## src/hw/rtl/lms_pkg.sv

```systemverilog
package lms_pkg;

    localparam int REG_W       = 31;
    localparam int IDX_W       = 17;
    localparam int SUM_W       = 53;
    localparam int DIV_W       = 32;
    localparam int NUM_W       = 63;
    localparam int PROD_W      = 62;
    localparam int CNT_W       = 6;
    localparam int MAX_LEN_DEF = 65536;
    localparam int CMD_DEPTH   = 2;

    typedef enum logic [1:0] {
        REG_LCG_MULTIPLIER = 2'd0,
        REG_LCG_INCREMENT  = 2'd1,
        REG_LCG_MODULUS    = 2'd2,
        REG_VALUE_RANGE    = 2'd3
    } cfg_reg_t;

    typedef enum logic [2:0] {
        S_IDLE,
        S_MAP,
        S_MUL,
        S_LCG_START,
        S_LCG,
        S_DONE
    } engine_state_t;

    // Generator settings as the search engine sees them; zero divisors
    // already stand for 2^31.
    typedef struct packed {
        logic [REG_W-1:0] mult;
        logic [REG_W-1:0] incr;
        logic [DIV_W-1:0] mod_div;
        logic [DIV_W-1:0] range_div;
        logic [REG_W-1:0] half;
    } lcg_cfg_t;

    typedef struct packed {
        logic             start;
        logic [NUM_W-1:0] num;
        logic [CNT_W-1:0] nbits;
        logic [DIV_W-1:0] div;
    } mod_req_t;

endpackage

```

## src/hw/rtl/lms_front.sv

```systemverilog
module lms_front #(
    parameter int MAX_LEN = lms_pkg::MAX_LEN_DEF
) (
    input  logic                     clk,
    input  logic                     rst_n,
    input  logic                     push,
    output logic                     full,
    input  logic [lms_pkg::IDX_W-1:0] seq_count,
    output logic                     cmd_valid,
    output logic [lms_pkg::IDX_W-1:0] cmd_n,
    input  logic                     cmd_pop
);
    import lms_pkg::*;

    localparam int PTR_W = $clog2(CMD_DEPTH);

    logic [IDX_W-1:0] slot_reg [CMD_DEPTH];
    logic [PTR_W-1:0] wr_ptr_reg, wr_ptr_next;
    logic [PTR_W-1:0] rd_ptr_reg, rd_ptr_next;
    logic [PTR_W:0]   count_reg, count_next;
    logic [IDX_W-1:0] n_clipped;
    logic             do_push;
    logic             do_pop;

    // Lengths above the supported maximum are clipped before queuing.
    always_comb
    begin
        if (32'(seq_count) > 32'(MAX_LEN))
        begin
            n_clipped = IDX_W'(MAX_LEN);
        end
        else
        begin
            n_clipped = seq_count;
        end
    end

    assign full      = (count_reg == (PTR_W+1)'(CMD_DEPTH));
    assign cmd_valid = (count_reg != '0);
    assign cmd_n     = slot_reg[rd_ptr_reg];
    assign do_push   = push && !full;
    assign do_pop    = cmd_pop && cmd_valid;

    always_comb
    begin
        wr_ptr_next = wr_ptr_reg;
        rd_ptr_next = rd_ptr_reg;
        count_next  = count_reg;
        if (do_push)
        begin
            wr_ptr_next = (wr_ptr_reg == PTR_W'(CMD_DEPTH - 1)) ? '0 : wr_ptr_reg + 1'b1;
        end
        if (do_pop)
        begin
            rd_ptr_next = (rd_ptr_reg == PTR_W'(CMD_DEPTH - 1)) ? '0 : rd_ptr_reg + 1'b1;
        end
        if (do_push && !do_pop)
        begin
            count_next = count_reg + 1'b1;
        end
        else if (do_pop && !do_push)
        begin
            count_next = count_reg - 1'b1;
        end
    end

    always_ff @(posedge clk or negedge rst_n)
    begin
        if (!rst_n)
        begin
            wr_ptr_reg <= '0;
            rd_ptr_reg <= '0;
            count_reg  <= '0;
        end
        else
        begin
            wr_ptr_reg <= wr_ptr_next;
            rd_ptr_reg <= rd_ptr_next;
            count_reg  <= count_next;
        end
    end

    always_ff @(posedge clk)
    begin
        if (do_push)
        begin
            slot_reg[wr_ptr_reg] <= n_clipped;
        end
    end

endmodule

```

## src/hw/rtl/lms_mod_unit.sv

```systemverilog
module lms_mod_unit (
    input  logic                      clk,
    input  logic                      rst_n,
    input  lms_pkg::mod_req_t         req,
    output logic                      done,
    output logic [lms_pkg::REG_W-1:0] rem
);
    import lms_pkg::*;

    logic [NUM_W-1:0] num_reg, num_next;
    logic [REG_W-1:0] rem_reg, rem_next;
    logic [DIV_W-1:0] div_reg, div_next;
    logic [CNT_W-1:0] cnt_reg, cnt_next;
    logic [DIV_W-1:0] trial;

    // Restoring remainder, one dividend bit per cycle, MSB first.
    assign trial = {rem_reg, num_reg[NUM_W-1]};
    assign done  = (cnt_reg == '0);
    assign rem   = rem_reg;

    always_comb
    begin
        num_next = num_reg;
        rem_next = rem_reg;
        div_next = div_reg;
        cnt_next = cnt_reg;
        if (req.start)
        begin
            num_next = req.num;
            rem_next = '0;
            div_next = req.div;
            cnt_next = req.nbits;
        end
        else if (cnt_reg != '0)
        begin
            num_next = {num_reg[NUM_W-2:0], 1'b0};
            cnt_next = cnt_reg - 1'b1;
            if (trial >= div_reg)
            begin
                rem_next = REG_W'(trial - div_reg);
            end
            else
            begin
                rem_next = REG_W'(trial);
            end
        end
    end

    always_ff @(posedge clk or negedge rst_n)
    begin
        if (!rst_n)
        begin
            cnt_reg <= '0;
        end
        else
        begin
            cnt_reg <= cnt_next;
        end
    end

    always_ff @(posedge clk)
    begin
        num_reg <= num_next;
        rem_reg <= rem_next;
        div_reg <= div_next;
    end

endmodule

```

## src/hw/rtl/lms_engine.sv

```systemverilog
module lms_engine (
    input  logic                      clk,
    input  logic                      rst_n,
    input  lms_pkg::lcg_cfg_t         cfg,
    input  logic                      cmd_valid,
    input  logic [lms_pkg::IDX_W-1:0] cmd_n,
    output logic                      cmd_pop,
    output logic                      empty,
    input  logic                      pop,
    output logic signed [lms_pkg::SUM_W-1:0] best_sum,
    output logic signed [lms_pkg::IDX_W-1:0] start_before,
    output logic [lms_pkg::IDX_W-1:0] end_index
);
    import lms_pkg::*;

    engine_state_t state_reg, state_next;

    logic [REG_W-1:0]        y_reg, y_next;
    logic [IDX_W-1:0]        pos_reg, pos_next;
    logic [IDX_W-1:0]        n_reg, n_next;
    logic [PROD_W-1:0]       prod_reg, prod_next;
    logic signed [SUM_W-1:0] ending_reg, ending_next;
    logic [IDX_W-1:0]        estart_reg, estart_next;
    logic signed [SUM_W-1:0] top_reg, top_next;
    logic [IDX_W-1:0]        tstart_reg, tstart_next;
    logic [IDX_W-1:0]        tend_reg, tend_next;

    logic                    res_valid_reg, res_valid_next;
    logic signed [SUM_W-1:0] res_sum_reg, res_sum_next;
    logic [IDX_W-1:0]        res_start_reg, res_start_next;
    logic [IDX_W-1:0]        res_end_reg, res_end_next;

    mod_req_t                mreq;
    logic                    mdone;
    logic [REG_W-1:0]        mrem;

    logic [REG_W+1:0]        x_short;
    logic signed [SUM_W-1:0] x_val;
    logic signed [SUM_W-1:0] cand_sum;
    logic [IDX_W-1:0]        cand_start;

    lms_mod_unit u_mod (
        .clk   (clk),
        .rst_n (rst_n),
        .req   (mreq),
        .done  (mdone),
        .rem   (mrem)
    );

    // Mapped value and the Kadane candidate for the current position.
    assign x_short = {2'b00, mrem} - {2'b00, cfg.half};
    assign x_val   = SUM_W'(signed'(x_short));

    always_comb
    begin
        if (!ending_reg[SUM_W-1])
        begin
            cand_sum   = ending_reg + x_val;
            cand_start = estart_reg;
        end
        else
        begin
            cand_sum   = x_val;
            cand_start = pos_reg;
        end
    end

    assign empty        = !res_valid_reg;
    assign best_sum     = res_sum_reg;
    assign start_before = signed'(res_start_reg);
    assign end_index    = res_end_reg;

    always_comb
    begin
        state_next     = state_reg;
        y_next         = y_reg;
        pos_next       = pos_reg;
        n_next         = n_reg;
        prod_next      = prod_reg;
        ending_next    = ending_reg;
        estart_next    = estart_reg;
        top_next       = top_reg;
        tstart_next    = tstart_reg;
        tend_next      = tend_reg;
        res_valid_next = res_valid_reg;
        res_sum_next   = res_sum_reg;
        res_start_next = res_start_reg;
        res_end_next   = res_end_reg;
        cmd_pop        = 1'b0;
        mreq.start     = 1'b0;
        mreq.num       = {y_reg, (NUM_W-REG_W)'(0)};
        mreq.nbits     = CNT_W'(REG_W);
        mreq.div       = cfg.range_div;

        if (pop && res_valid_reg)
        begin
            res_valid_next = 1'b0;
        end

        case (state_reg)
            S_IDLE:
            begin
                if (cmd_valid)
                begin
                    cmd_pop    = 1'b1;
                    n_next     = cmd_n;
                    y_next     = REG_W'(1);
                    pos_next   = '0;
                    mreq.start = 1'b1;
                    mreq.num   = {REG_W'(1), (NUM_W-REG_W)'(0)};
                    state_next = S_MAP;
                end
            end
            S_MAP:
            begin
                if (mdone)
                begin
                    if (pos_reg == '0)
                    begin
                        ending_next = x_val;
                        estart_next = '0;
                        top_next    = x_val;
                        tstart_next = '0;
                        tend_next   = '0;
                    end
                    else
                    begin
                        ending_next = cand_sum;
                        estart_next = cand_start;
                        if (cand_sum > top_reg)
                        begin
                            top_next    = cand_sum;
                            tstart_next = cand_start;
                            tend_next   = pos_reg;
                        end
                    end
                    state_next = (pos_reg == n_reg) ? S_DONE : S_MUL;
                end
            end
            S_MUL:
            begin
                prod_next  = cfg.mult * y_reg;
                state_next = S_LCG_START;
            end
            S_LCG_START:
            begin
                mreq.start = 1'b1;
                mreq.num   = NUM_W'(prod_reg) + NUM_W'(cfg.incr);
                mreq.nbits = CNT_W'(NUM_W);
                mreq.div   = cfg.mod_div;
                state_next = S_LCG;
            end
            S_LCG:
            begin
                if (mdone)
                begin
                    y_next     = mrem;
                    pos_next   = pos_reg + 1'b1;
                    mreq.start = 1'b1;
                    mreq.num   = {mrem, (NUM_W-REG_W)'(0)};
                    state_next = S_MAP;
                end
            end
            S_DONE:
            begin
                if (!res_valid_reg)
                begin
                    res_valid_next = 1'b1;
                    res_sum_next   = top_reg;
                    res_start_next = tstart_reg - 1'b1;
                    res_end_next   = tend_reg;
                    state_next     = S_IDLE;
                end
            end
            default:
            begin
                state_next = S_IDLE;
            end
        endcase
    end

    always_ff @(posedge clk or negedge rst_n)
    begin
        if (!rst_n)
        begin
            state_reg     <= S_IDLE;
            res_valid_reg <= 1'b0;
        end
        else
        begin
            state_reg     <= state_next;
            res_valid_reg <= res_valid_next;
        end
    end

    always_ff @(posedge clk)
    begin
        y_reg         <= y_next;
        pos_reg       <= pos_next;
        n_reg         <= n_next;
        prod_reg      <= prod_next;
        ending_reg    <= ending_next;
        estart_reg    <= estart_next;
        top_reg       <= top_next;
        tstart_reg    <= tstart_next;
        tend_reg      <= tend_next;
        res_sum_reg   <= res_sum_next;
        res_start_reg <= res_start_next;
        res_end_reg   <= res_end_next;
    end

endmodule

```

## src/hw/rtl/lcg_max_subarray_search.sv

```systemverilog
// Maximum-sum contiguous subarray search over a generated sequence. Each request
// carries a length n (clipped to MAX_LEN); the block generates y0 = 1 and
// y_i = (a*y_(i-1) + b) mod c for i = 1..n, maps each to x_i = (y_i mod d) - d/2,
// and runs a Kadane search over x_0..x_n in which a run whose sum is not negative
// is extended and the first strict maximum wins. The result gives the best sum,
// the start index of the best run minus one (-1 when it starts at zero) and its
// end index. A zero modulus or range register acts as 2^31. One request is in
// the search at a time: each value is reduced mod d, then multiplied by a in the
// 31x31 multiplier, offset by b and reduced mod c, with both remainders taken by
// the shared one-bit-per-cycle remainder unit.
// A two-entry request queue in front and a one-entry result register behind
// let the host queue the next request and drain the last result independently.
// Registers are written through cfg_write/cfg_index/cfg_data and must only be
// changed while no request is outstanding.
module lcg_max_subarray_search #(
    parameter int MAX_LEN = lms_pkg::MAX_LEN_DEF
) (
    input  logic                      clk,
    input  logic                      rst_n,
    input  logic                      cfg_write,
    input  lms_pkg::cfg_reg_t         cfg_index,
    input  logic [lms_pkg::REG_W-1:0] cfg_data,
    input  logic                      push,
    output logic                      full,
    input  logic [lms_pkg::IDX_W-1:0] seq_count,
    output logic                      empty,
    input  logic                      pop,
    output logic signed [lms_pkg::SUM_W-1:0] best_sum,
    output logic signed [lms_pkg::IDX_W-1:0] start_before,
    output logic [lms_pkg::IDX_W-1:0] end_index
);
    import lms_pkg::*;

    logic [REG_W-1:0] mult_reg;
    logic [REG_W-1:0] incr_reg;
    logic [REG_W-1:0] modulus_reg;
    logic [REG_W-1:0] range_reg;
    lcg_cfg_t         cfg;
    logic             cmd_valid;
    logic [IDX_W-1:0] cmd_n;
    logic             cmd_pop;

    // Configuration registers; reset values follow the register map.
    always_ff @(posedge clk or negedge rst_n)
    begin
        if (!rst_n)
        begin
            mult_reg    <= '0;
            incr_reg    <= '0;
            modulus_reg <= REG_W'(1);
            range_reg   <= REG_W'(1);
        end
        else if (cfg_write)
        begin
            case (cfg_index)
                REG_LCG_MULTIPLIER: mult_reg    <= cfg_data;
                REG_LCG_INCREMENT:  incr_reg    <= cfg_data;
                REG_LCG_MODULUS:    modulus_reg <= cfg_data;
                REG_VALUE_RANGE:    range_reg   <= cfg_data;
                default:            mult_reg    <= mult_reg;
            endcase
        end
    end

    // A zero divisor means 2^31, which the 32-bit divisor path holds directly.
    always_comb
    begin
        cfg.mult      = mult_reg;
        cfg.incr      = incr_reg;
        cfg.mod_div   = (modulus_reg == '0) ? (DIV_W'(1) << REG_W) : DIV_W'(modulus_reg);
        cfg.range_div = (range_reg == '0) ? (DIV_W'(1) << REG_W) : DIV_W'(range_reg);
        cfg.half      = (range_reg == '0) ? (REG_W'(1) << (REG_W - 1)) : (range_reg >> 1);
    end

    lms_front #(
        .MAX_LEN (MAX_LEN)
    ) u_front (
        .clk       (clk),
        .rst_n     (rst_n),
        .push      (push),
        .full      (full),
        .seq_count (seq_count),
        .cmd_valid (cmd_valid),
        .cmd_n     (cmd_n),
        .cmd_pop   (cmd_pop)
    );

    lms_engine u_engine (
        .clk          (clk),
        .rst_n        (rst_n),
        .cfg          (cfg),
        .cmd_valid    (cmd_valid),
        .cmd_n        (cmd_n),
        .cmd_pop      (cmd_pop),
        .empty        (empty),
        .pop          (pop),
        .best_sum     (best_sum),
        .start_before (start_before),
        .end_index    (end_index)
    );

endmodule

```

## config.mk

```make
export PLATFORM = sky130hd
export DESIGN_NAME = lcg_max_subarray_search
export DESIGN_NICKNAME = d
export VERILOG_FILES = /design/src/hw/rtl/lms_pkg.sv /design/src/hw/rtl/lms_front.sv /design/src/hw/rtl/lms_mod_unit.sv /design/src/hw/rtl/lms_engine.sv /design/src/hw/rtl/lcg_max_subarray_search.sv
export SDC_FILE = /design/constraint.sdc
export NUM_CORES = 2
export LEC_CHECK = 0
export BUFFER_PORTS_ARGS = -buffer_cell sky130_fd_sc_hd__buf_2
export CAP_MARGIN = 20
export CELL_PAD_IN_SITES_DETAIL_PLACEMENT = 0
export CELL_PAD_IN_SITES_GLOBAL_PLACEMENT = 2
export CORE_AREA = 2 2 396 398
export DETAILED_ROUTE_END_ITERATION = 10
export DIE_AREA = 0 0 398 400
export GPL_TIMING_DRIVEN = 0
export PLACE_DENSITY_LB_ADDON = 0.3
export SETUP_SLACK_MARGIN = 0.15
export SLEW_MARGIN = 25
export SYNTH_ARGS = -nofsm -noshare
export SYNTH_HDL_FRONTEND = slang
export SYNTH_SLANG_ARGS = --single-unit
export TNS_END_PERCENT = 30
```

## constraint.sdc

```tcl
create_clock -name clk -period 10.05 [get_ports clk]
set_input_delay 0.5025 -clock clk [delete_from_list [all_inputs] [get_ports clk]]
set_output_delay 0.5025 -clock clk [all_outputs]
set_load 0.01 [all_outputs]
```

==> metrics.md <==
| Metric | Value |
|---|---|
| Dpl cells | 8,947 |
| Ys async rst share | 20.63% |
| Final setup viols | 0 |
| Post-Syn Nets | 8,077 |
| Post-layout minimum cycle time | 9.660 ns |
| Drt pass-1 iters | 5 |
| Height of the die | 400 um |
| Gpl congestion | 0.9462 |
| WL per Instance | 24.81 um |
| H-tree depth | 3 |
| Antenna violations before repair | 14 |
| Maxcap violations | 0 |
| Synth Area in XOR/XNOR | 3.435% |
| Storage cell area | 19,100 um2 |
| Via count | 49.46k |
| Type of the worst setup path | reg2reg |
| Initial core utilization | 42.74% |
| CP max-delay cell | clkbuf_1 |
| Worst EP arrival | 10.03 ns |
| Post-synth EDFFs | 500 |
| Final Hold Viols | 0 |
| Stages on worst setup path | 29 |
| Post-synthesis mux area share | 3.150% |
| Cell variety after synth | 87 |
| Final cycle utilization of the critical path | 96.12% |
| RSZ-0062 raised after global routing | true |
| Worst R2R Start | u_engine.y_reg[7] |
| Clock buffer count from CTS | 66 |
| Syn Inst Count | 6,721 |
| Area growth syn-to-layout | 9.358% |
| DIE WIDTH | 398 um |
| Final Skew | 0.02819 ns |
| Share of cells above drive strength 1 | 7.609% |
| Worst-Margin Slew | 1.166 ns |
| Hold Path Class | in2reg |
| Post-Syn Area | 66,290 um2 |
| Register-to-Register Path Depth | 29 |
| Clk_lat worst skew | 0.66 ns |
| YS warnings | 0 |
| Buf+Inv Stages, Crit Path | 9 |
| Final core utilization | 46.74% |
| First-pass GRT wire length | 332,300 um |
| DP Worst Slack | -0.7407 ns |
| Post-synth top area cell | fa_1 |
| Std cell rows | 145 |
| Commonest cells after routing, fill and taps aside | 1,077 x inv_1, 1,032 x nand2_1, 841 x fa_1 |
| Relative slew slack | 22.26% |
| Post-DRT Antenna Nets | 0 |
| Worst setup margin | 0.3898 ns |
| Worst R2R End | u_engine.prod_reg[55] |
| Final HPWL DP | 182,700 um |
| Core Region | 155,100 um2 |
| Routed WL | 225,200 um |
| Maximum fanout along the worst path | 10 |
| Status | complete, no violations |
| Compound-Gate Fraction of Synth Area | 9.018% |
| Worst EP required | 10.42 ns |
| Worst setup path end | u_engine.prod_reg[55] |
| CP Launch Type | flop |
| Clk pin slew, worst setup/hold paths | 0.06 ns |
| Synth area leaders | fa_1 25%, edfxtp_1 23%, ha_1 8.7% |
| Critical path's largest stage delay | 0.83 ns |
| Max Slew Vio Count | 0 |
| Port Buffer Count | 143 |
| Largest family of logic cells by synthesized area | adder cells |
| Largest net degree at the start of global routing | 87 |
| Critical Path Most Common Cell | fa_1 |
| Total congestion overflow | 0 |
| Finished Layout Cells | 9,079 |
| Initial DRC Count | 3,754 |
| Die Area | 159,200 um2 |
| CTS tree | done |
| FMAX | 103.5 MHz |
| Multi-input logic area | 41,960 um2 |
| # IOs | 144 |
| Drt drc | 0 |
| Worst path top cell family by delay | adder cells |
| Longest Clk Path Bufs | 3 |
| Number of global-route vias before repair | 50.72k |
| Vias per Instance | 5.447 |
| Simple-Gate Fraction of Synth Area | 13.31% |
| Kind of end point of the critical path | flop |
| # nets final | 8,323 |
| Global-route usage over all layers | 28.49% |
| CTS sink cnt | 669 |
| Top_reg_cell synth | edfxtp_1 |
| Max reg flops | 63 |
| #FFs+latches synth | 669 |
| Commonest non-fill, non-tap cell in the layout | inv_1 |
| R2R Setup Slk | 0.39 ns |
| CP Launch Point | u_engine.y_reg[7] |
| Syn Area/Cell | 9.863 um2 |
| Sequential area share after synthesis | 28.80% |
| Area share of the largest cell type after synthesis | 25.40% |
| CTS Root Cell | clkbuf_16 |
| Adder-cell share of the synthesized area | 34.08% |
| Filler cells | 14.95k |
[worst min-delay path by stage]
| stage | start | end | cells past startpoint |
|---|---|---|---|
| floorplan | rst_n | incr_reg[0] | 0 |
| CTS | seq_count[7] | u_front.slot_reg[1][7] | 2 |
| detailed placement | u_engine.tend_reg[7] | u_engine.end_index[7] | 0 |
| finish | seq_count[7] | u_front.slot_reg[1][7] | 2 |
| global route | seq_count[7] | u_front.slot_reg[1][7] | 2 |
| global placement | u_engine.tend_reg[5] | u_engine.end_index[5] | 0 |
[metrics by stage]
stage	hold WS, ns	setup TNS, ns	cell area [um2]
6_report	0.2126	0	72500
5_1_grt	0.2184	0	72490
4_1_cts	0.1667	0	72340
3_5_place_dp	0.4045	-51.04	69970
3_3_place_gp	0.4040	-477.71	69580
2_1_floorplan	0.2069	0	66290
[synth_stat cells (8+ instances only)]
cell and count:
inv_1 1079, nand2_1 1033, fa_1 841, edfxtp_1 500, ha_1 460, clkbuf_1 339
o21ai_0 263, a21oi_1 229, and2_1 211, nor2_1 211, mux2_2 165, xnor2_1 157
dfrtp_1 136, a21o_1 133, xor2_1 103, nand3_1 92, nor3_1 68, and3_1 63
nand4_1 58, nor2b_1 48, nor4_1 40, o21bai_1 40, a211oi_1 38, dfxtp_1 31
a22oi_1 29, o21a_1 28, a31oi_1 25, nand2b_1 24, mux2i_1 23, o211ai_1 18
or3_1 17, buf_1 15, o31ai_1 12, and4_1 11, o2111ai_1 9, a211o_1 8
a221oi_1 8, buf_2 8, nor3b_1 8, o211a_1 8, or2_2 8
[metal layers]
layer / up-vias / track usage (%) / routed length (um)
met3: 388 / 3.523 / 13310
met2: 1588 / 48.34 / 108300
met4: 6 / 11.98 / 10220
met5: - / 0 / 46
li1: 22330 / - / -
met1: 25140 / 36.81 / 93310
[layout make-up]
cell class | instances | area share, %
Sequential cell | 669 | 26.34
Clock inverter | 35 | 0.5954
Timing Repair Buffer | 176 | 1.539
Multi-Input combinational cell | 4610 | 57.88
Clock buffer | 84 | 2.528
Buffer | 365 | 1.959
Tap cell | 2058 | 3.552
Inverter | 1079 | 5.595
Antenna cell | 3 | 0.01036
[logic make-up (layout without fill, tap and decap cells)]
family | after synthesis | in the layout
AND/OR/NAND/NOR | 1923 | 1923
buffers and inverters | 1444 | 1739
adder cells (fa/ha/maj) | 1301 | 1301
AO/OA/AOI/OAI | 936 | 938
flip-flops | 669 | 669
XOR/XNOR | 260 | 260
multiplexers | 188 | 188
other | 0 | 3
[repair_timing]
action	4_1_cts	5_1_grt
cloned	2	1
setup endpoints to repair	87	92
hold buffers	1	0
setup buffers	3	3
pin swaps	1	0
resized for setup	14	24
hold endpoints to repair	52	0
Power is not shown: default switching activity piles up to over one toggle a cycle in this logic, so the estimate is an artifact.
